--- config.mk ---
export PLATFORM = sky130hd
export DESIGN_NAME = avc_vec_stage
export DESIGN_NICKNAME = d
export VERILOG_FILES = /design/src/rtl/avc_pkg.sv /design/src/rtl/avc_vec_stage.sv
export SDC_FILE = /design/constraint.sdc
export NUM_CORES = 1
export LEC_CHECK = 0
export ABC_AREA = 0
export BUFFER_PORTS_ARGS = -buffer_cell sky130_fd_sc_hd__buf_2
export CAP_MARGIN = 20
export CORE_MARGIN = 2
export CORE_UTILIZATION = 55
export CTS_CLUSTER_SIZE = 25
export DETAILED_ROUTE_END_ITERATION = 10
export PLACE_DENSITY = 0.8
export SLEW_MARGIN = 20
export SYNTH_ARGS = -nofsm -noshare
export SYNTH_HDL_FRONTEND = slang
export SYNTH_SLANG_ARGS = --single-unit
--- constraint.sdc ---
create_clock -name clk_i -period 4.6 [get_ports clk_i]
set_input_delay 0.69 -clock clk_i [delete_from_list [all_inputs] [get_ports clk_i]]
set_output_delay 0.69 -clock clk_i [all_outputs]
set_load 0.01 [all_outputs]
--- src/rtl/avc_pkg.sv ---
// Package for the arrowhead vertex block: CORDIC angle table, fixed widths,
// register indexes. No dependencies; imported by every avc_* module.

package avc_pkg;

  // CORDIC depth, shared by the vectoring and the rotation pipelines
  localparam int CORDIC_STEPS = 30;

  // angle formats: 16-bit turn for results, 32-bit turn inside CORDIC
  localparam int ANG_W  = 16;
  localparam int TURN_W = 32;

  // configuration register widths
  localparam int HL_W       = 16;
  localparam int HA_W       = 15;
  localparam int CFG_DATA_W = 16;
  localparam int REG_IDX_W  = 1;

  // rotation datapath: head_length / K in Q30, plus headroom
  localparam int ROT_W       = 48;
  localparam int ROT_Z_W     = 33;
  localparam int ROUND_SHIFT = 30;

  // vector magnitude pre-scale before the vectoring CORDIC
  localparam int PRE_SHIFT = 20;

  // 1/K in Q32
  localparam logic [31:0] KINV_Q32 = 32'h9B74_EDA8;

  localparam logic [ANG_W-1:0]  HALF_TURN16    = 16'h8000;
  localparam logic [ANG_W-1:0]  QUARTER_TURN16 = 16'h4000;
  localparam logic [TURN_W-1:0] HALF_TURN32    = 32'h8000_0000;

  localparam logic [HL_W-1:0] HL_RESET = 16'd160;
  localparam logic [HA_W-1:0] HA_RESET = 15'd5215;

  // register indexes of the configuration port
  typedef enum logic [REG_IDX_W-1:0] {
    REG_HEAD_LENGTH     = 1'b0,
    REG_HEAD_HALF_ANGLE = 1'b1
  } reg_idx_e;

  // atan(2^-i) in units of a turn / 2^32
  localparam logic [TURN_W-1:0] ATAN_TURN [CORDIC_STEPS] = '{
    32'h20000000, 32'h12E4051E, 32'h09FB385B, 32'h051111D4, 32'h028B0D43,
    32'h0145D7E1, 32'h00A2F61E, 32'h00517C55, 32'h0028BE53, 32'h00145F2F,
    32'h000A2F98, 32'h000517CC, 32'h00028BE6, 32'h000145F3, 32'h0000A2FA,
    32'h0000517D, 32'h000028BE, 32'h0000145F, 32'h00000A30, 32'h00000518,
    32'h0000028C, 32'h00000146, 32'h000000A3, 32'h00000051, 32'h00000029,
    32'h00000014, 32'h0000000A, 32'h00000005, 32'h00000003, 32'h00000001
  };

endpackage

--- src/rtl/avc_vec_stage.sv ---
// One registered iteration of the vectoring CORDIC (atan2 of a vector).
// Depends on avc_pkg for the angle table.

module avc_vec_stage import avc_pkg::*; #(
  parameter int WIDTH = 40,
  parameter int STEP  = 0
) (
  input  logic                     clk_i,
  input  logic                     en_i,
  input  logic signed [WIDTH-1:0]  x_i,
  input  logic signed [WIDTH-1:0]  y_i,
  input  logic [TURN_W-1:0]        z_i,
  output logic signed [WIDTH-1:0]  x_o,
  output logic signed [WIDTH-1:0]  y_o,
  output logic [TURN_W-1:0]        z_o
);

  localparam logic [TURN_W-1:0] AngStep = ATAN_TURN[STEP];

  logic signed [WIDTH-1:0] x_d, y_d, x_q, y_q;
  logic [TURN_W-1:0]       z_d, z_q;

  // drive y toward zero; rotation direction from the sign of y
  always_comb begin
    if (y_i > 0) begin
      x_d = x_i + (y_i >>> STEP);
      y_d = y_i - (x_i >>> STEP);
      z_d = z_i + AngStep;
    end else begin
      x_d = x_i - (y_i >>> STEP);
      y_d = y_i + (x_i >>> STEP);
      z_d = z_i - AngStep;
    end
  end

  always_ff @(posedge clk_i) begin
    if (en_i) begin
      x_q <= x_d;
      y_q <= y_d;
      z_q <= z_d;
    end
  end

  assign x_o = x_q;
  assign y_o = y_q;
  assign z_o = z_q;

endmodule

After elaboration in Yosys (flattened, before gate mapping):

Index checks and enable logic that the tools add are counted.

* output and inout bits: 112
* input port bits: 114
* word-level logic and storage cells: 12
* flip-flop bits (word level): 112

* mux-type cells: 3
* $lt $le $gt $ge: 1
* add/sub/neg operators: 5

Operator list (count)
* $mux 40: 2
* $sub 40x40->40: 2
* $add 40x40->40: 1
* $gt 40x1->1 const B: 1
* $add 32x30->32 const B: 1
* $mux 32: 1
* $sub 32x30->32 const B: 1

Logic depth before layout (Yosys ltp):

* depth in word-level cells: 2
* mapped depth: 13
* gate-level depth less buffers: 12

Least setup slack after synthesis:

OpenSTA, ideal clock, no wires.

* kind: input port to flip-flop
* from: in x_i[0]
* to: reg x_q[26] (netlist: x_o[26]) (data pin)
* slack: 1427 ps
* setup time: 258 ps
* buffers on the path: 0
* stages: 12
* data arrival time: 2915 ps
* data required time: 4342 ps
* cell sequence: inv_1 > ha_1 > fa_1 > and4b_1 > a21o_1 > o21ai_1 > a41oi_1 > a21oi_1 > o21ai_0 > a21boi_0 > mux2_2 > xnor2_1

* cells in the longest elaborated chain, start to end: 2
* elaborated cells between the ends (all ways): 3
* those cells by class: add/sub: 2; mux: 1

RTL lines
* start: declaration: RTL line avc_vec_stage.sv:10 `input logic signed [WIDTH-1:0] x_i,`
* $sub 40x40->40 / $add 40x40->40 (equally long branches): RTL line avc_vec_stage.sv:30, avc_vec_stage.sv:26
* $mux 40 *: RTL line avc_vec_stage.sv:25 `if (y_i > 0) begin`
* net x_d[26]: RTL line avc_vec_stage.sv:20 `logic signed [WIDTH-1:0] x_d, y_d, x_q, y_q;`
* end signal: assignment: RTL line avc_vec_stage.sv:38 `x_q <= x_d;`
* end: declaration: RTL line avc_vec_stage.sv:20

Mark *: on every way through the listed nets, which the timed path passes. The rest lies on a longest branch.
A chain may end at the register's enable or synchronous reset.

Worst setup path in the final report:

Same ends and word-level chain as after synthesis.

==> metrics.md <==
| Metric | Value |
|---|---|
| Area growth, synth to finish | 14.0% |
| CTS Buffer Depth | 2 |
| TritonCTS Sinks | ~110 |
| Vias per cell | 6.24 |
| XOR/XNOR Fraction of Synth Area | 6.23% |
| Number of synthesized flops with an enable pin | about 110 |
| Drt total wl | 37.4 mm |
| Dpl hpwl | about 30 mm |
| Setup CP Type | input port to flip-flop |
| Library cells used by synthesis | between 80 and 90 |
| LEAKAGE | about 5.5 nW |
| Largest family of logic cells by synthesized area | compound AO/OA/AOI/OAI gates |
| Switch Pwr | 1.42 mW |
| Hold path depth | 1 |
| Reg clk slew, reported paths | approximately 0.09 ns |
| Setup TNS | 0 ns |
| Fin crit share | a little over four fifths |
| Overall power | 3.66 mW |
| Min-Delay Path Class | input port to flip-flop |
| Seq/Total Area, Yosys | between 30% and 40% |
| Status | completed |
| Max stage delay cell, worst path | o21ai_0 |
| Adder-cell share of the synthesized area | 14.1% |
| Clock power frac | ~23% |
| Final Max Tran Viols | 0 |
| Core area | slightly below 20000 um^2 |
| Synthesized area | ~11000 um^2 |
| Min Clock Period, post-route | approximately 3.8 ns |
| Yosys reg bits | 111 |
| Critical-path cell list | buf_2 -> inv_1 -> ha_1 -> fa_1 -> and4b_1 -> a21o_1 -> o21ai_1 -> a41oi_1 -> a21oi_1 -> o21ai_0 -> a21boi_0 -> mux2_2 -> xnor2_1 |
| Synth Area in Compound Gates | about a quarter |
| Syn_area_per_cell | ~9 um^2 |
| GP Congestion | ~1.0 |
| # rows | slightly above 50 |
| PostCTS Resize Cnt | 0 |
| Initial antenna violation count | 1 |
| Via count | ~11000 |
| Share of synthesized registers carrying an async set or reset | 0% |
| Die Span X | ~150 um |
| Drt initial violations | between 1000 and 1500 |
| Worst Path Arrival | approximately 4.0 ns |
| Most used flip-flop cell after synthesis | edfxtp_1 |
| Routed length per instance | 21.7 um |
| VDD IR max | 0.187 mV |
| Port bufs | between 200 and 250 |
| Max Fclk | roughly 260 MHz |
| Chip height | ~150 um |
| Final nets | 1685 |
| Internal | roughly 2.2 mW |
| Remaining global-route overflow | 0 |
| Startpoint Class | input port |
| CTS tree | done |
| Synth Area in Simple Gates | between 10 and 15% |
| Post-CTS Hold Fix Bufs | 0 |
| Endpoints failing setup | 0 |
| Slew HR | a little under half |
| Post-synth top area cell | edfxtp_1 |
| FILL cells | around 1700 |
| Pin count of the biggest net entering global routing | 53 |
| Share of cells above drive strength 1 | 20.1% |
| All-Layer GR Usage | a little over a third |
| Post-Syn Instances | roughly 1300 |
| # Post-CTS Setup Buffers | 0 |
| # IOs | roughly 230 |
| Worst Max-Slew Pin Slew | 0.789 ns |
| Switching Share | between 30% and 40% |
| First-pass GRT wire length | 57.7 mm |
| Max cap viols | 0 |
| Sequential power share | a little under two fifths |
| Synth top area cells | edfxtp_1 (30%), ha_1 (13%), a21oi_1 (7.3%) |
| Pwr Density | 293 nW/um^2 |
| Inserted Clock Buffers | 9 |
| Post-synthesis mux area share | 2.29% |
| Final hold violations | 0 |
| Root Buffer | clkbuf_16 |
| Die area | 21100 um^2 |
| RSZ-0062 raised after global routing | false |
| YS warnings | 0 |
| Setup crit end kind | flip-flop |
| DR pass1 iterations | 6 |
| Initial Util | 56.2% |
| Worst stage delay on the critical path | 0.59 ns |
| Critical Path RT | around 4.7 ns |
| Share of Yosys cell area claimed by the top area cell type | between 30% and 40% |
| Vias in the first global route | just over 10000 |
| Fin util | 64.0% |
| Syn_nets | 1488 |
| Final ANT Viol Nets | 0 |
| Max Fanout on Critical Path | 4 |
| Remaining DRCs | 0 |
| Comb pwr share | around 40% |
| H-tree levels | 3 |
==> path summary, 6_finish.rpt <==
kind    from  endpoint  slack (ns)
max   x_i[0]   x_o[26]        0.75
min   z_i[8]    z_o[8]        0.49
==> critical path: cells and delay by family <==
kind / cells / cell delay, ns
xor gates and xnor gates: 1 / 0.12
AOI/OAI and AO/OA: 6 / 1.71
buffers and inverters: 2 / 0.16
adders and majority gates: 2 / 0.65
muxes: 1 / 0.30
and+or+nand+nor: 1 / 0.32
==> layer usage <==
metal  GRT usage, %  up-vias  wire length [um]
met5              0        -                 0
met3           4.21       88              3150
li1               -     4951                 -
met1           47.7     5048             15700
met2           57.2      658             17100
met4           11.9        0              1400
==> synth_stat cells (5+ instances only) <==
master,count
a221oi_1,5
o211ai_1,10
o21ai_1,10
nand3_1,24
clkbuf_8,15
nor4_1,23
and2_1,8
a31oi_1,15
nand2b_1,6
xnor2_1,71
nand4_1,19
a21o_1,21
o21bai_1,29
inv_1,119
clkbuf_1,10
nor2b_1,14
nor3_1,29
o31ai_1,12
clkinv_1,5
edfxtp_1,111
o21a_1,7
xor2_1,7
a21oi_1,161
buf_1,5
o21ai_0,77
a211o_1,5
buf_2,22
or3_1,6
nor4_2,5
a211oi_1,12
mux2i_1,24
nor2_1,92
nand2_1,64
ha_1,117
a21boi_0,7
==> cell families after synthesis <==
group                      Yosys count
muxes                               25
adders and majority gates          121
and+or+nand+nor                    313
AOI/OAI and AO/OA                  423
buffers and inverters              182
xor gates and xnor gates            78
DFF                                111
==> cell usage in the layout, fill, tap and decap left out, types with 9 or more instances in the layout <==
| cell type | instances |
|---|---|
| mux2i_1 | 24 |
| inv_1 | 118 |
| clkbuf_16 | 9 |
| a21o_1 | 21 |
| a31oi_1 | 15 |
| buf_2 | 224 |
| o211ai_1 | 10 |
| edfxtp_1 | 111 |
| nand3_1 | 24 |
| nor3_1 | 29 |
| nand4_1 | 19 |
| xnor2_1 | 71 |
| o21ai_0 | 77 |
| o21bai_1 | 29 |
| a21oi_1 | 161 |
| buf_4 | 18 |
| nor2_1 | 91 |
| ha_1 | 117 |
| nand2_1 | 64 |
| nor4_1 | 23 |
| o21ai_1 | 10 |
| a211oi_1 | 12 |
| nor2b_1 | 14 |
| o31ai_1 | 12 |
==> through the flow <==
stage               worst slack (ns)  cells  area (um^2)  hold WS [ns]
detailed placement             0.499   1704        12200         0.868
finish                         0.750   1722        12500         0.491
CTS                            0.868   1720        12500         0.489
global route                   0.532   1720        12500         0.483
global placement               0.503   1704        12200         0.866
floorplan                       1.43   1253        11000         0.789
==> flip-flops by register name, indices dropped and copies added (netlist names) <==
name / flops
y_o: 39
z_o: 32
x_o: 40
==> cell type report <==
type	count	area (um^2)	share of cell area [%]
inverters	124	465	3.72
clock buffers	9	225	1.80
well taps	265	332	2.65
clock inverters	7	96.3	0.771
flip-flops and latches	111	3330	26.7
repair buffers	244	1300	10.4
multi-input cells	960	6740	54.0
diodes	2	5.00	0.0400
==> power by group through the flow <==
stage	Sequential, mW	Combinational, mW	Clock (mW)
6_report	1.34	1.47	0.848
5_1_grt	1.36	1.58	0.879
4_1_cts	1.35	1.44	0.858
3_5_place_dp	1.37	1.43	0
3_3_place_gp	1.36	1.43	0
2_1_floorplan	1.46	0.837	0
Note: power is estimated with default switching activity, not from simulation.
