$ cat src/rtl/avc_pkg.sv
// Package for the arrowhead vertex block: CORDIC angle table, fixed widths,
// register indexes. No dependencies; imported by every avc_* module.

package avc_pkg;

  // CORDIC depth, shared by the vectoring and the rotation pipelines
  localparam int CORDIC_STEPS = 30;

  // angle formats: 16-bit turn for results, 32-bit turn inside CORDIC
  localparam int ANG_W  = 16;
  localparam int TURN_W = 32;

  // configuration register widths
  localparam int HL_W       = 16;
  localparam int HA_W       = 15;
  localparam int CFG_DATA_W = 16;
  localparam int REG_IDX_W  = 1;

  // rotation datapath: head_length / K in Q30, plus headroom
  localparam int ROT_W       = 48;
  localparam int ROT_Z_W     = 33;
  localparam int ROUND_SHIFT = 30;

  // vector magnitude pre-scale before the vectoring CORDIC
  localparam int PRE_SHIFT = 20;

  // 1/K in Q32
  localparam logic [31:0] KINV_Q32 = 32'h9B74_EDA8;

  localparam logic [ANG_W-1:0]  HALF_TURN16    = 16'h8000;
  localparam logic [ANG_W-1:0]  QUARTER_TURN16 = 16'h4000;
  localparam logic [TURN_W-1:0] HALF_TURN32    = 32'h8000_0000;

  localparam logic [HL_W-1:0] HL_RESET = 16'd160;
  localparam logic [HA_W-1:0] HA_RESET = 15'd5215;

  // register indexes of the configuration port
  typedef enum logic [REG_IDX_W-1:0] {
    REG_HEAD_LENGTH     = 1'b0,
    REG_HEAD_HALF_ANGLE = 1'b1
  } reg_idx_e;

  // atan(2^-i) in units of a turn / 2^32
  localparam logic [TURN_W-1:0] ATAN_TURN [CORDIC_STEPS] = '{
    32'h20000000, 32'h12E4051E, 32'h09FB385B, 32'h051111D4, 32'h028B0D43,
    32'h0145D7E1, 32'h00A2F61E, 32'h00517C55, 32'h0028BE53, 32'h00145F2F,
    32'h000A2F98, 32'h000517CC, 32'h00028BE6, 32'h000145F3, 32'h0000A2FA,
    32'h0000517D, 32'h000028BE, 32'h0000145F, 32'h00000A30, 32'h00000518,
    32'h0000028C, 32'h00000146, 32'h000000A3, 32'h00000051, 32'h00000029,
    32'h00000014, 32'h0000000A, 32'h00000005, 32'h00000003, 32'h00000001
  };

endpackage

$ cat src/rtl/avc_rot_stage.sv
// One registered iteration of the rotation CORDIC (scaled cos/sin).
// Depends on avc_pkg for the angle table and datapath widths.

module avc_rot_stage import avc_pkg::*; #(
  parameter int STEP = 0
) (
  input  logic                       clk_i,
  input  logic                       en_i,
  input  logic signed [ROT_W-1:0]    x_i,
  input  logic signed [ROT_W-1:0]    y_i,
  input  logic signed [ROT_Z_W-1:0]  z_i,
  output logic signed [ROT_W-1:0]    x_o,
  output logic signed [ROT_W-1:0]    y_o,
  output logic signed [ROT_Z_W-1:0]  z_o
);

  localparam logic signed [ROT_Z_W-1:0] AngStep = ROT_Z_W'(ATAN_TURN[STEP]);

  logic signed [ROT_W-1:0]   x_d, y_d, x_q, y_q;
  logic signed [ROT_Z_W-1:0] z_d, z_q;

  // drive the residual angle toward zero
  always_comb begin
    if (z_i >= 0) begin
      x_d = x_i - (y_i >>> STEP);
      y_d = y_i + (x_i >>> STEP);
      z_d = z_i - AngStep;
    end else begin
      x_d = x_i + (y_i >>> STEP);
      y_d = y_i - (x_i >>> STEP);
      z_d = z_i + AngStep;
    end
  end

  always_ff @(posedge clk_i) begin
    if (en_i) begin
      x_q <= x_d;
      y_q <= y_d;
      z_q <= z_d;
    end
  end

  assign x_o = x_q;
  assign y_o = y_q;
  assign z_o = z_q;

endmodule

$ cat config.mk
export PLATFORM = sky130hd
export DESIGN_NAME = avc_rot_stage
export DESIGN_NICKNAME = d
export VERILOG_FILES = /design/src/rtl/avc_pkg.sv /design/src/rtl/avc_rot_stage.sv
export SDC_FILE = /design/constraint.sdc
export NUM_CORES = 1
export LEC_CHECK = 0
export BUFFER_PORTS_ARGS = -buffer_cell sky130_fd_sc_hd__buf_2
export CORE_MARGIN = 2
export CORE_UTILIZATION = 25
export CTS_BUF_LIST = sky130_fd_sc_hd__clkbuf_4
export DETAILED_ROUTE_END_ITERATION = 16
export HOLD_SLACK_MARGIN = 0.15
export SLEW_MARGIN = 10
export SYNTH_ARGS = -nofsm -noshare
export SYNTH_HDL_FRONTEND = slang
export SYNTH_SLANG_ARGS = --single-unit
export TNS_END_PERCENT = 100
$ cat constraint.sdc
create_clock -name clk_i -period 4.2 [get_ports clk_i]
set_input_delay 0.63 -clock clk_i [delete_from_list [all_inputs] [get_ports clk_i]]
set_output_delay 0.63 -clock clk_i [all_outputs]
set_load 0.02 [all_outputs]
**After elaboration in Yosys (flattened, before gate mapping)**

Cells that the tools add are included.

- Add/sub/neg operators: 5
- Magnitude comparators: 1
- Muxes and demuxes: 3

Operators by type and width:

| operator | count |
|---|---|
| $mux 48 | 2 |
| $sub 48x48->48 | 2 |
| $add 48x48->48 | 1 |
| $add 33x31->33 const B | 1 |
| $ge 33x1->1 const B | 1 |
| $mux 33 | 1 |
| $sub 33x31->33 const B | 1 |

- Register bits: 129
- Input port bits: 131

**Logic depth before layout (Yosys ltp)**

Gate-level depths: netlist of run 1.

- Depth after elaboration: 2
- Depth in mapped cells: 13
- Gate-level depth less buffers: 12

**Worst setup path after synthesis of run 1**

Ideal clock, no wire load.

- Path kind: input to register
- Start: input y_i[0]
- End: register y_q[44], in the netlist y_o[44], data pin
- Data arrival time: 2,863 ps
- Required time: 3,936 ps
- Slack: 1,073 ps
- Stages on the path: 12
- Path buffers: 0
- Cells stage by stage: inv_1 > ha_1 > fa_1 > nand2b_1 > a211oi_1 > o41ai_1 > o221ai_2 > a211oi_1 > nor2_1 > a221oi_2 > a2111oi_2 > xnor2_1

- Longest elaborated chain between the ends: 2
- Elaborated cells on any way between the ends: 3
- Classes of those cells: add/sub: 2; mux: 1

RTL lines:

| what | line | text |
|---|---|---|
| start: declaration | avc_rot_stage.sv:10 | `input logic signed [ROT_W-1:0] y_i,` |
| $sub 48x48->48 / $add 48x48->48 (equally long branches) | avc_rot_stage.sv:30, avc_rot_stage.sv:26 |  |
| $mux 48 (*) | avc_rot_stage.sv:24 | `if (z_i >= 0) begin` |
| named net y_d[44] | avc_rot_stage.sv:19 | `logic signed [ROT_W-1:0] x_d, y_d, x_q, y_q;` |
| end signal: assignment | avc_rot_stage.sv:38 | `y_q <= y_d;` |
| end: declaration | avc_rot_stage.sv:19 |  |

The timed path passes the listed nets; every way through them passes the cells marked *.
A chain may end at the register's enable or synchronous reset.

**Worst setup path in the final report of run 1**

- Start: input x_i[18]
- End: register y_q[34], in the netlist y_o[34], data pin

- Longest elaborated chain between the ends: 2
- Elaborated cells on any way between the ends: 3
- Classes of those cells: add/sub: 2; mux: 1

RTL lines:

| what | line | text |
|---|---|---|
| start: declaration | avc_rot_stage.sv:9 | `input logic signed [ROT_W-1:0] x_i,` |
| $sub 48x48->48 / $add 48x48->48 (equally long branches) | avc_rot_stage.sv:30, avc_rot_stage.sv:26 |  |
| $mux 48 (*) | avc_rot_stage.sv:24 |  |
| named net y_d[34] | avc_rot_stage.sv:19 |  |

Marked as above.

==> flow_results.xml, run 1 <==
<?xml version="1.0" encoding="UTF-8"?>
<metrics>
  <group name="finish">
    <metric name="num-fill-cells" unit="">5431</metric>
    <metric name="multiInputGateArea" unit="um^2">8190</metric>
    <metric name="layout.cells.most_common_list" unit="">sky130_fd_sc_hd__buf_2 (258), sky130_fd_sc_hd__a21oi_1 (186), sky130_fd_sc_hd__inv_1 (144)</metric>
    <metric name="layout_commonest_cell" unit="">sky130_fd_sc_hd__buf_2</metric>
    <metric name="final_net_count" unit="">2109</metric>
    <metric name="synthToLayoutAreaGrowth" unit="%">23.8</metric>
    <metric name="layout-drive-gt1-share" unit="%">22.1</metric>
    <metric name="postLayoutCoreUtil" unit="%">31.2</metric>
    <metric name="ff_latch_area" unit="um^2">3840</metric>
  </group>
  <group name="synthesis">
    <metric name="seq_total_area_yosys" unit="%">29.8</metric>
    <metric name="yosys_warnings" unit="">0</metric>
    <metric name="mapped_cells" unit="">1515</metric>
    <metric name="postSynthNetCount" unit="">1793</metric>
    <metric name="number_of_synthesized_flops_with_an_enable_pin" unit="">128</metric>
    <metric name="ys_seq_elements" unit="">128</metric>
    <metric name="post_synth_instance_area" unit="um^2">12900</metric>
    <metric name="postSynth.asyncResetShare" unit="%">0</metric>
    <metric name="netlist-cell-type-count" unit="">86</metric>
    <metric name="postSynthAreaPerCell" unit="um^2">8.52</metric>
    <metric name="synth_flop_cell" unit="">sky130_fd_sc_hd__edfxtp_1</metric>
  </group>
  <group name="floorplan">
    <metric name="dieHeight" unit="um">231</metric>
    <metric name="placeableCoreArea" unit="um^2">51200</metric>
    <metric name="floorplan.die_area" unit="um^2">53500</metric>
    <metric name="floorplan.rows" unit="">83</metric>
    <metric name="die_width" unit="um">231</metric>
    <metric name="initial_core_util" unit="%">25.2</metric>
    <metric name="ioPinCount" unit="">260</metric>
  </group>
  <group name="power_and_ir_drop">
    <metric name="power.static_leakage" unit="uW">0.00687</metric>
    <metric name="comb_power_share" unit="%">44.8</metric>
    <metric name="power-per-cell-area" unit="nW/um^2">313</metric>
    <metric name="p_int" unit="uW">2880</metric>
    <metric name="seqPwrFrac" unit="%">34.6</metric>
    <metric name="clock_power_share" unit="%">20.7</metric>
    <metric name="power_switching" unit="uW">2130</metric>
    <metric name="swShare" unit="%">42.4</metric>
    <metric name="total_power" unit="uW">5010</metric>
    <metric name="vdd_ir_drop_max" unit="V">0.000163</metric>
  </group>
  <group name="run">
    <metric name="maxCapViolCount" unit="">0</metric>
  </group>
  <group name="place">
    <metric name="dp_hpwl" unit="um">42800</metric>
    <metric name="port_buffers" unit="">259</metric>
    <metric name="place_congestion" unit="">0.973</metric>
  </group>
  <group name="global_route">
    <metric name="grt_pass1_wl" unit="um">78300</metric>
    <metric name="grt_start_max_net_pins" unit="">94</metric>
    <metric name="global_route.usage.total" unit="%">19.4</metric>
    <metric name="global_route.overflow_total" unit="">0</metric>
    <metric name="grt_pass1_vias" unit="">12867</metric>
    <metric name="grt_antenna_before_repair" unit="">24</metric>
  </group>
  <group name="critical_path">
    <metric name="cp.arrival" unit="ns">3.90</metric>
    <metric name="critPathCaptureType" unit="">flop</metric>
    <metric name="critPathKind" unit="">input pin to flop</metric>
    <metric name="crit_required" unit="ns">4.59</metric>
    <metric name="critPathLaunchType" unit="">input pin</metric>
    <metric name="maximum_net_fanout_on_the_critical_path" unit="">13</metric>
  </group>
  <group name="timing">
    <metric name="unrepaired_setup_endpoints_after_global_routing" unit="">no</metric>
    <metric name="post-route-period-util" unit="%">83.5</metric>
    <metric name="finalSetupViolations" unit="">0</metric>
    <metric name="final_period_minus_worst_setup_slack" unit="ns">3.51</metric>
    <metric name="timing_hold_violations_final" unit="">0</metric>
    <metric name="slew-limit-headroom" unit="%">40.2</metric>
    <metric name="timing.hold.ws" unit="ns">0.265</metric>
    <metric name="fin_setup_tns" unit="ns">0</metric>
    <metric name="slew_violations" unit="">0</metric>
    <metric name="max_slew.worst_pin.slew" unit="ns">0.874</metric>
    <metric name="max_freq" unit="MHz">285</metric>
  </group>
  <group name="min_path">
    <metric name="hold_class" unit="">input pin to flop</metric>
  </group>
  <group name="cts">
    <metric name="clock-root-buffer" unit="">sky130_fd_sc_hd__clkbuf_4</metric>
    <metric name="tritoncts.num_buffers" unit="">17</metric>
    <metric name="cts_setup_buffers" unit="">0</metric>
    <metric name="clkSinkCount" unit="">128</metric>
    <metric name="post_cts_resized" unit="">0</metric>
    <metric name="clkTransAtPathRegs" unit="ns">0.13</metric>
    <metric name="clockBufferDepth" unit="">2</metric>
    <metric name="htree_levels" unit="">4</metric>
    <metric name="holdBufCountCts" unit="">29</metric>
    <metric name="cts_tree" unit="">yes</metric>
  </group>
  <group name="detailed_routing">
    <metric name="route.detailed.wl_per_inst" unit="um">21.0</metric>
    <metric name="drt_drc_violations_left" unit="">0</metric>
    <metric name="wl" unit="um">53100</metric>
    <metric name="route.detailed.vias_per_inst" unit="">5.16</metric>
    <metric name="violation_count_after_the_first_detailed_routing_iteration" unit="">1217</metric>
    <metric name="antenna_left" unit="">0</metric>
    <metric name="num_vias" unit="">13069</metric>
    <metric name="detail_route.first_pass.iterations" unit="">6</metric>
  </group>
  <group name="status">
    <metric name="outcome" unit="">complete, no violations</metric>
  </group>
</metrics>
==> logic make-up after synthesis <==
logic type / count (synthesis) / synth area share [%]
compound gates: 517 / 26.0
buf+inv: 218 / 6.82
xor+xnor: 94 / 6.37
flops: 128 / 29.8
mux: 26 / 2.02
fa+ha+maj: 147 / 14.5
simple gates: 385 / 14.6
==> worst max-delay path, stage by stage <==
cell and delay, ns:
sky130_fd_sc_hd__buf_2 0.10, sky130_fd_sc_hd__inv_1 0.04, sky130_fd_sc_hd__ha_1 0.48, sky130_fd_sc_hd__nor3_1 0.40
sky130_fd_sc_hd__nand3_1 0.23, sky130_fd_sc_hd__a211oi_1 0.52, sky130_fd_sc_hd__a211oi_2 0.17, sky130_fd_sc_hd__o21ai_2 0.42
sky130_fd_sc_hd__a21oi_1 0.24, sky130_fd_sc_hd__o31ai_1 0.32, sky130_fd_sc_hd__o21ai_0 0.14, sky130_fd_sc_hd__xnor2_1 0.18
==> routing by layer <==
metal | global-route usage [%] | wire length, um | vias up
met3 | 4.50 | 3750 | 111
met2 | 30.9 | 24000 | 556
li1 | - | - | 6145
met1 | 25.3 | 23500 | 6229
met5 | 0 | 159 | -
met4 | 7.68 | 1690 | 28
==> flip-flops by register name (all words and copies together) (netlist names) <==
signal,flops
z_o,33
y_o,47
x_o,48
==> power groups by stage <==
stage	combinational [uW]	sequential [uW]	clock, uW
finish	2240	1730	1030
global placement	2190	1760	0
detailed placement	2180	1760	0
floorplan	1080	2000	0
CTS	2220	1740	1090
global route	2400	1750	1130
==> cell usage after synthesis (27+ instances only) <==
cell	instances	share of area (%)
sky130_fd_sc_hd__buf_2	31	1.2
sky130_fd_sc_hd__nor3_1	37	1.4
sky130_fd_sc_hd__nand2_1	94	2.7
sky130_fd_sc_hd__xnor2_1	77	5.2
sky130_fd_sc_hd__ha_1	143	14
sky130_fd_sc_hd__nor2_1	113	3.3
sky130_fd_sc_hd__a21o_1	28	1.6
sky130_fd_sc_hd__o21ai_0	95	3.7
sky130_fd_sc_hd__inv_1	145	4.2
sky130_fd_sc_hd__a21oi_1	186	7.2
sky130_fd_sc_hd__edfxtp_1	128	30
sky130_fd_sc_hd__nand3_1	27	1.0
==> stage by stage <==
| stage | cell area [um^2] | worst slack [ns] | cells |
|---|---|---|---|
| final | 16000 | 0.693 | 2533 |
| after floorplan | 12900 | 1.07 | 1515 |
| after detailed placement | 15400 | 0.172 | 2463 |
| after CTS | 16000 | 0.869 | 2524 |
| after global routing | 16000 | 0.454 | 2529 |
| after global placement | 15400 | 0.170 | 2463 |
==> worst paths after layout <==
kind,start,endpoint,slack (ns),cells past startpoint
max,x_i[18],y_o[34],0.69,12
min,z_i[29],z_o[29],0.26,2
==> layout make-up <==
| cell class | count | share of cell area [%] |
|---|---|---|
| tap | 680 | 5.32 |
| clock buffer | 17 | 0.798 |
| inverter | 150 | 3.52 |
| antenna | 9 | 0.141 |
| timing repair buffer | 365 | 13.7 |
| sequential | 128 | 24.0 |
| clock inverter | 15 | 1.23 |
| multi-input combinational | 1169 | 51.2 |
Note: power is estimated with default switching activity, not from simulation.
==> inputs of run 2 (changes only) <==
Settings changed: ABC_AREA set to 1.
Clock period 4.2 ns to 2.9 ns, I/O delays scaled along.
==> run 2 against run 1 <==
Compared with the run above: non-clock buffer count rose by 98; critical endpoint is now y_o[40]; combinational power rose by 74%; area after synthesis rose by 32%; first-iteration DRC count rose by 19%; critical path depth rose by 3; largest power group unchanged; via count rose by 46%; critical path type unchanged; worst setup slack got worse by 0.45 ns.
==> flow_results.xml, run 2 <==
<?xml version="1.0" encoding="UTF-8"?>
<metrics>
  <group name="timing">
    <metric name="slew-limit-headroom" unit="%">48.6</metric>
    <metric name="timing_hold_violations_final" unit="">0</metric>
    <metric name="max_freq" unit="MHz">377</metric>
    <metric name="final_critical_path_setup_slack" unit="ns">0.247</metric>
    <metric name="final_period_minus_worst_setup_slack" unit="ns">2.65</metric>
    <metric name="post-route-period-util" unit="%">91.5</metric>
    <metric name="fin_setup_tns" unit="ns">0</metric>
    <metric name="slew_violations" unit="">0</metric>
    <metric name="max_slew.worst_pin.slew" unit="ns">0.772</metric>
    <metric name="finalSetupViolations" unit="">0</metric>
    <metric name="unrepaired_setup_endpoints_after_global_routing" unit="">no</metric>
  </group>
  <group name="finish">
    <metric name="layout_commonest_cell" unit="">sky130_fd_sc_hd__nand2_1</metric>
    <metric name="final_net_count" unit="">3570</metric>
    <metric name="finalNonFillerCells" unit="">4185</metric>
    <metric name="layout.cells.most_common_list" unit="">sky130_fd_sc_hd__nand2_1 (1070), sky130_fd_sc_hd__inv_1 (551), sky130_fd_sc_hd__buf_2 (257)</metric>
    <metric name="num-fill-cells" unit="">7655</metric>
    <metric name="layout-drive-gt1-share" unit="%">18.0</metric>
    <metric name="largest_register_ffs" unit="">48</metric>
    <metric name="synthToLayoutAreaGrowth" unit="%">23.1</metric>
  </group>
  <group name="synthesis">
    <metric name="netlist-cell-type-count" unit="">48</metric>
    <metric name="post_synth_instance_area" unit="um^2">17000</metric>
    <metric name="synth_flop_cell" unit="">sky130_fd_sc_hd__edfxtp_1</metric>
    <metric name="seq_total_area_yosys" unit="%">22.6</metric>
    <metric name="post-synth-top-count-cell" unit="">sky130_fd_sc_hd__nand2_1</metric>
    <metric name="synthSimpleGateAreaFrac" unit="%">41.9</metric>
    <metric name="synth.cells.most_frequent" unit="">sky130_fd_sc_hd__nand2_1 (1070), sky130_fd_sc_hd__inv_1 (551), sky130_fd_sc_hd__nand3_1 (236), sky130_fd_sc_hd__nor2_1 (222), sky130_fd_sc_hd__ha_1 (143)</metric>
    <metric name="synth_mux_area_share" unit="%">0.0588</metric>
    <metric name="synth_area_leaders" unit="">sky130_fd_sc_hd__nand2_1 (24%), sky130_fd_sc_hd__edfxtp_1 (23%), sky130_fd_sc_hd__inv_1 (12%), sky130_fd_sc_hd__ha_1 (11%), sky130_fd_sc_hd__nand3_1 (6.9%)</metric>
    <metric name="postSynth.asyncResetShare" unit="%">0</metric>
    <metric name="largest_family_of_logic_cells_by_synthesized_area" unit="">simple AND/OR/NAND/NOR gates</metric>
    <metric name="synth-xor-area-share" unit="%">1.34</metric>
    <metric name="ys_seq_elements" unit="">128</metric>
    <metric name="number_of_synthesized_flops_with_an_enable_pin" unit="">128</metric>
    <metric name="synth_top_cell_area_share" unit="%">23.6</metric>
    <metric name="synth-compound-area-share" unit="%">7.80</metric>
    <metric name="netlist.top_cell.by_area" unit="">sky130_fd_sc_hd__nand2_1</metric>
    <metric name="postSynthAreaPerCell" unit="um^2">5.93</metric>
    <metric name="yosys_warnings" unit="">0</metric>
    <metric name="synth_adder_area_share" unit="%">11.0</metric>
    <metric name="mapped_cells" unit="">2875</metric>
    <metric name="postSynthNetCount" unit="">3153</metric>
  </group>
  <group name="status">
    <metric name="outcome" unit="">complete, no violations</metric>
  </group>
  <group name="detailed_routing">
    <metric name="route.detailed.wl_per_inst" unit="um">17.8</metric>
    <metric name="top_signal_layer_used" unit="">met5</metric>
    <metric name="violation_count_after_the_first_detailed_routing_iteration" unit="">1446</metric>
    <metric name="drt_drc_violations_left" unit="">0</metric>
    <metric name="met2_wirelength" unit="um">34400</metric>
    <metric name="route.detailed.vias_per_inst" unit="">4.57</metric>
    <metric name="met3WireLength" unit="um">4310</metric>
    <metric name="antenna_left" unit="">0</metric>
    <metric name="detail_route.first_pass.iterations" unit="">6</metric>
    <metric name="num_vias" unit="">19112</metric>
    <metric name="wl" unit="um">74500</metric>
    <metric name="met1_length" unit="um">31700</metric>
  </group>
  <group name="critical_path">
    <metric name="critical-path-top-delay-family" unit="">simple AND/OR/NAND/NOR gates</metric>
    <metric name="critPathCaptureType" unit="">flop</metric>
    <metric name="critPathKind" unit="">input pin to flop</metric>
    <metric name="critical_path.cell_chain" unit="">dlygate4sd3_1 -&gt; buf_2 -&gt; inv_1 -&gt; ha_1 -&gt; fa_1 -&gt; inv_1 -&gt; nand3_1 -&gt; nand3_1 -&gt; a21oi_1 -&gt; nor2_1 -&gt; nor2_1 -&gt; nand2_1 -&gt; nand2_1 -&gt; nand3_1 -&gt; nand2_1</metric>
    <metric name="cp.arrival" unit="ns">3.15</metric>
    <metric name="critPathBufInv" unit="">4</metric>
    <metric name="maximum_net_fanout_on_the_critical_path" unit="">3</metric>
    <metric name="crit_required" unit="ns">3.39</metric>
    <metric name="cpPeakStageDelay" unit="ns">0.52</metric>
    <metric name="critPathLaunchType" unit="">input pin</metric>
    <metric name="critical-path-slowest-cell" unit="">sky130_fd_sc_hd__dlygate4sd3_1</metric>
  </group>
  <group name="power_and_ir_drop">
    <metric name="power-per-cell-area" unit="nW/um^2">366</metric>
    <metric name="power.static_leakage" unit="uW">0.0118</metric>
    <metric name="vdd_ir_drop_max" unit="V">0.000232</metric>
  </group>
  <group name="cts">
    <metric name="clock-root-buffer" unit="">sky130_fd_sc_hd__clkbuf_4</metric>
    <metric name="tritoncts.num_buffers" unit="">17</metric>
    <metric name="cts_tree" unit="">yes</metric>
    <metric name="clkTransAtPathRegs" unit="ns">0.14</metric>
    <metric name="clkSinkCount" unit="">128</metric>
    <metric name="htree_levels" unit="">4</metric>
    <metric name="clockBufferDepth" unit="">2</metric>
    <metric name="post_cts_resized" unit="">0</metric>
  </group>
  <group name="global_route">
    <metric name="grt_pass1_vias" unit="">18576</metric>
    <metric name="global_route.overflow_total" unit="">0</metric>
    <metric name="grt_start_max_net_pins" unit="">93</metric>
    <metric name="grt_antenna_before_repair" unit="">15</metric>
    <metric name="global_route.usage.total" unit="%">21.0</metric>
    <metric name="grt_pass1_wl" unit="um">110000</metric>
  </group>
  <group name="place">
    <metric name="place.detailed.instances" unit="">4111</metric>
    <metric name="place_congestion" unit="">1.01</metric>
    <metric name="dp_hpwl" unit="um">63700</metric>
    <metric name="dp_worst_setup_slack" unit="ns">-0.264</metric>
    <metric name="port_buffers" unit="">259</metric>
  </group>
  <group name="min_path">
    <metric name="hold_class" unit="">input pin to flop</metric>
  </group>
  <group name="floorplan">
    <metric name="floorplan.rows" unit="">95</metric>
    <metric name="die_width" unit="um">265</metric>
    <metric name="ioPinCount" unit="">260</metric>
    <metric name="floorplan.die_area" unit="um^2">70200</metric>
    <metric name="placeableCoreArea" unit="um^2">67300</metric>
    <metric name="dieHeight" unit="um">265</metric>
    <metric name="initial_core_util" unit="%">25.3</metric>
  </group>
  <group name="run">
    <metric name="maxCapViolCount" unit="">0</metric>
  </group>
</metrics>
## run 2: layout make-up
class	instances	area [um^2]	share of cell area [%]
clock buffer	17	128	0.609
tap	873	1090	5.21
timing repair buffer	463	2960	14.1
antenna	7	17.5	0.0835
clock inverter	15	141	0.674
inverter	589	2210	10.6
multi-input combinational	2093	10600	50.4
sequential	128	3840	18.3
## run 2: worst paths after layout
path                from  slack (ns)  cells after the start       to
hold / removal    y_i[1]        0.25                      3   x_o[1]
setup / recovery  y_i[0]        0.25                     15  y_o[40]
## run 2: what timing repair did
action | 4_1_cts | 5_1_grt
hold buffers | 35 | 0
endpoints found under the hold margin | 35 | 0
setup buffers | 0 | 0
## run 2: routing by layer
layer / track usage, % / up-vias
met4: 11.1 / 10
met2: 35.2 / 631
met1: 25.7 / 8641
met3: 3.76 / 169
met5: 0 / -
li1: - / 9661
## run 2: cell families after synthesis
logic type,Yosys count
xor gates and xnor gates,26
buffers and inverters,654
muxes,1
adders and majority gates,147
DFF,128
AOI/OAI and AO/OA,243
and+or+nand+nor,1676
## run 2: metrics by stage
stage	hold slack [ns]	util, %	total power [uW]	instance area, um^2
floorplan	0.534	-	4720	17000
global placement	0.611	30.2	6280	20300
detailed placement	0.613	30.2	6290	20300
CTS	0.160	31.1	7750	21000
global route	0.202	31.2	8220	21000
finish	0.253	31.2	7680	21000
## run 2: power by group
part	total (uW)	switching [uW]	internal, uW
clock network	1360	977	379
logic	3890	2600	1280
registers	2440	97.3	2340
total	7680	3680	4000
## run 2: worst min-delay path, cell delays in order
cell and delay (ns):
sky130_fd_sc_hd__buf_2 0.15, sky130_fd_sc_hd__fa_1 0.18, sky130_fd_sc_hd__o21ai_0 0.07
==> inputs of run 3 (changes only) <==
Settings changed: CORE_MARGIN 2 to unset, GPL_ROUTABILITY_DRIVEN set to 0.
==> run 3 against run 2 <==
Compared with the run above: fmax is 1.4% lower; combinational power is 3% lower; largest power group unchanged; critical path type unchanged; clock power is 7% higher.
==> flow_results.xml, run 3 (synthesized netlist as in run 2, its figures left out) <==
<?xml version="1.0" encoding="UTF-8"?>
<metrics>
  <group name="status">
    <metric name="outcome" unit="">complete, no violations</metric>
  </group>
  <group name="finish">
    <metric name="num-fill-cells" unit="">7627</metric>
    <metric name="layout-drive-gt1-share" unit="%">16.1</metric>
    <metric name="final_net_count" unit="">3500</metric>
    <metric name="synthToLayoutAreaGrowth" unit="%">20.4</metric>
    <metric name="layout_commonest_cell" unit="">sky130_fd_sc_hd__nand2_1</metric>
    <metric name="postLayoutCoreUtil" unit="%">30.5</metric>
    <metric name="layout.cells.most_common_list" unit="">sky130_fd_sc_hd__nand2_1 (1070), sky130_fd_sc_hd__inv_1 (551), sky130_fd_sc_hd__buf_2 (257)</metric>
    <metric name="largest_register_ffs" unit="">48</metric>
  </group>
  <group name="global_route">
    <metric name="global_route.overflow_total" unit="">0</metric>
    <metric name="grt_start_max_net_pins" unit="">49</metric>
    <metric name="grt_pass1_wl" unit="um">106000</metric>
    <metric name="global_route.usage.total" unit="%">20.5</metric>
    <metric name="grt_pass1_vias" unit="">18283</metric>
    <metric name="grt_antenna_before_repair" unit="">18</metric>
  </group>
  <group name="critical_path">
    <metric name="endpoint" unit="">y_o[18]</metric>
    <metric name="critPathLaunch" unit="">y_i[0]</metric>
    <metric name="critPathCaptureType" unit="">flop</metric>
    <metric name="maximum_net_fanout_on_the_critical_path" unit="">4</metric>
    <metric name="cp.arrival" unit="ns">3.20</metric>
    <metric name="critPathLaunchType" unit="">input pin</metric>
    <metric name="critPathKind" unit="">input pin to flop</metric>
    <metric name="crit_required" unit="ns">3.41</metric>
  </group>
  <group name="timing">
    <metric name="max_slew.worst_pin.slew" unit="ns">0.559</metric>
    <metric name="finalSetupViolations" unit="">0</metric>
    <metric name="final_period_minus_worst_setup_slack" unit="ns">2.69</metric>
    <metric name="timing_hold_violations_final" unit="">0</metric>
    <metric name="unrepaired_setup_endpoints_after_global_routing" unit="">no</metric>
    <metric name="max_freq" unit="MHz">372</metric>
    <metric name="slew-limit-headroom" unit="%">62.3</metric>
    <metric name="slew_violations" unit="">0</metric>
    <metric name="post-route-period-util" unit="%">92.8</metric>
    <metric name="timing.hold.ws" unit="ns">0.250</metric>
  </group>
  <group name="cts">
    <metric name="clkSinkCount" unit="">128</metric>
    <metric name="tritoncts.num_buffers" unit="">17</metric>
    <metric name="post_cts_resized" unit="">0</metric>
    <metric name="holdBufCountCts" unit="">37</metric>
    <metric name="cts_tree" unit="">yes</metric>
    <metric name="clkTransAtPathRegs" unit="ns">0.14</metric>
    <metric name="clockBufferDepth" unit="">2</metric>
    <metric name="clock-root-buffer" unit="">sky130_fd_sc_hd__clkbuf_4</metric>
    <metric name="cts_setup_buffers" unit="">0</metric>
    <metric name="htree_levels" unit="">4</metric>
  </group>
  <group name="detailed_routing">
    <metric name="wl" unit="um">71900</metric>
    <metric name="antenna_left" unit="">0</metric>
    <metric name="drt_drc_violations_left" unit="">0</metric>
    <metric name="detail_route.first_pass.iterations" unit="">8</metric>
    <metric name="route.detailed.vias_per_inst" unit="">4.65</metric>
    <metric name="route.detailed.wl_per_inst" unit="um">17.4</metric>
    <metric name="violation_count_after_the_first_detailed_routing_iteration" unit="">1697</metric>
    <metric name="num_vias" unit="">19160</metric>
  </group>
  <group name="run">
    <metric name="maxCapViolCount" unit="">0</metric>
  </group>
  <group name="place">
    <metric name="dp_hpwl" unit="um">61100</metric>
    <metric name="port_buffers" unit="">259</metric>
  </group>
  <group name="floorplan">
    <metric name="die_width" unit="um">263</metric>
    <metric name="floorplan.rows" unit="">95</metric>
    <metric name="initial_core_util" unit="%">25.3</metric>
    <metric name="ioPinCount" unit="">260</metric>
    <metric name="placeableCoreArea" unit="um^2">67300</metric>
    <metric name="floorplan.die_area" unit="um^2">69200</metric>
    <metric name="dieHeight" unit="um">263</metric>
  </group>
  <group name="min_path">
    <metric name="hold_class" unit="">input pin to flop</metric>
  </group>
  <group name="power_and_ir_drop">
    <metric name="vdd_ir_drop_max" unit="V">0.000237</metric>
    <metric name="power.static_leakage" unit="uW">0.0114</metric>
    <metric name="power-per-cell-area" unit="nW/um^2">373</metric>
  </group>
</metrics>
==> run 3: metrics by stage <==
| step | instances | setup WS, ns | TNS, ns | cell area (um^2) | total power, uW |
|---|---|---|---|---|---|
| after floorplan | 2875 | 0.687 | 0 | 17000 | 4720 |
| after global placement | 4039 | -0.00486 | -0.00486 | 19800 | 6120 |
| after detailed placement | 4039 | 0.0226 | 0 | 19800 | 6130 |
| after CTS | 4107 | 0.348 | 0 | 20500 | 7700 |
| after global routing | 4120 | 0.129 | 0 | 20500 | 8160 |
| final | 4124 | 0.210 | 0 | 20500 | 7650 |
==> run 3: area by class of cell <==
| cell class | instances | area, um^2 | share of cell area [%] |
|---|---|---|---|
| antenna | 17 | 42.5 | 0.207 |
| clock buffer | 17 | 128 | 0.622 |
| clock inverter | 14 | 156 | 0.762 |
| inverter | 589 | 2210 | 10.8 |
| multi-input combinational | 2093 | 10600 | 51.5 |
| sequential | 128 | 3840 | 18.7 |
| tap | 873 | 1090 | 5.33 |
| timing repair buffer | 393 | 2470 | 12.0 |
==> run 3: worst min-delay path by stage <==
stage / start / end / cells past startpoint
floorplan: z_i[0] / z_o[0] / 0
global route: y_i[1] / x_o[1] / 3
global placement: z_i[20] / z_o[20] / 1
detailed placement: z_i[11] / z_o[11] / 1
finish: y_i[1] / x_o[1] / 3
CTS: x_i[47] / x_o[47] / 5
==> run 3: layer usage <==
layer | up-vias | routed length [um] | share of wire, % | global-route usage, %
met5 | - | 27 | 0.038 | 0
met4 | 4 | 3270 | 4.6 | 10.6
met3 | 162 | 5400 | 7.5 | 3.98
met2 | 775 | 33500 | 47 | 34.0
met1 | 8692 | 29700 | 41 | 25.2
li1 | 9527 | - | - | -
==> run 3: power breakdown <==
part / leakage [uW] / internal, uW / total (uW) / switching, uW
registers: 0.00125 / 2340 / 2430 / 90.9
clock network: 0.000147 / 520 / 1450 / 934
logic: 0.0100 / 1180 / 3760 / 2580
total: 0.0114 / 4040 / 7650 / 3600
==> run 3: worst max-delay path: stages <==
cell and delay [ns]:
sky130_fd_sc_hd__dlygate4sd3_1 0.54, sky130_fd_sc_hd__buf_2 0.14, sky130_fd_sc_hd__ha_1 0.21, sky130_fd_sc_hd__fa_1 0.45, sky130_fd_sc_hd__nand2_1 0.14, sky130_fd_sc_hd__nand2_1 0.09
sky130_fd_sc_hd__nand3_1 0.08, sky130_fd_sc_hd__nand2_1 0.16, sky130_fd_sc_hd__nand2_1 0.10, sky130_fd_sc_hd__nand2_1 0.17, sky130_fd_sc_hd__nand2_1 0.11, sky130_fd_sc_hd__nand2_1 0.08
sky130_fd_sc_hd__xor2_1 0.21, sky130_fd_sc_hd__o21ai_0 0.11, sky130_fd_sc_hd__buf_4 0.16
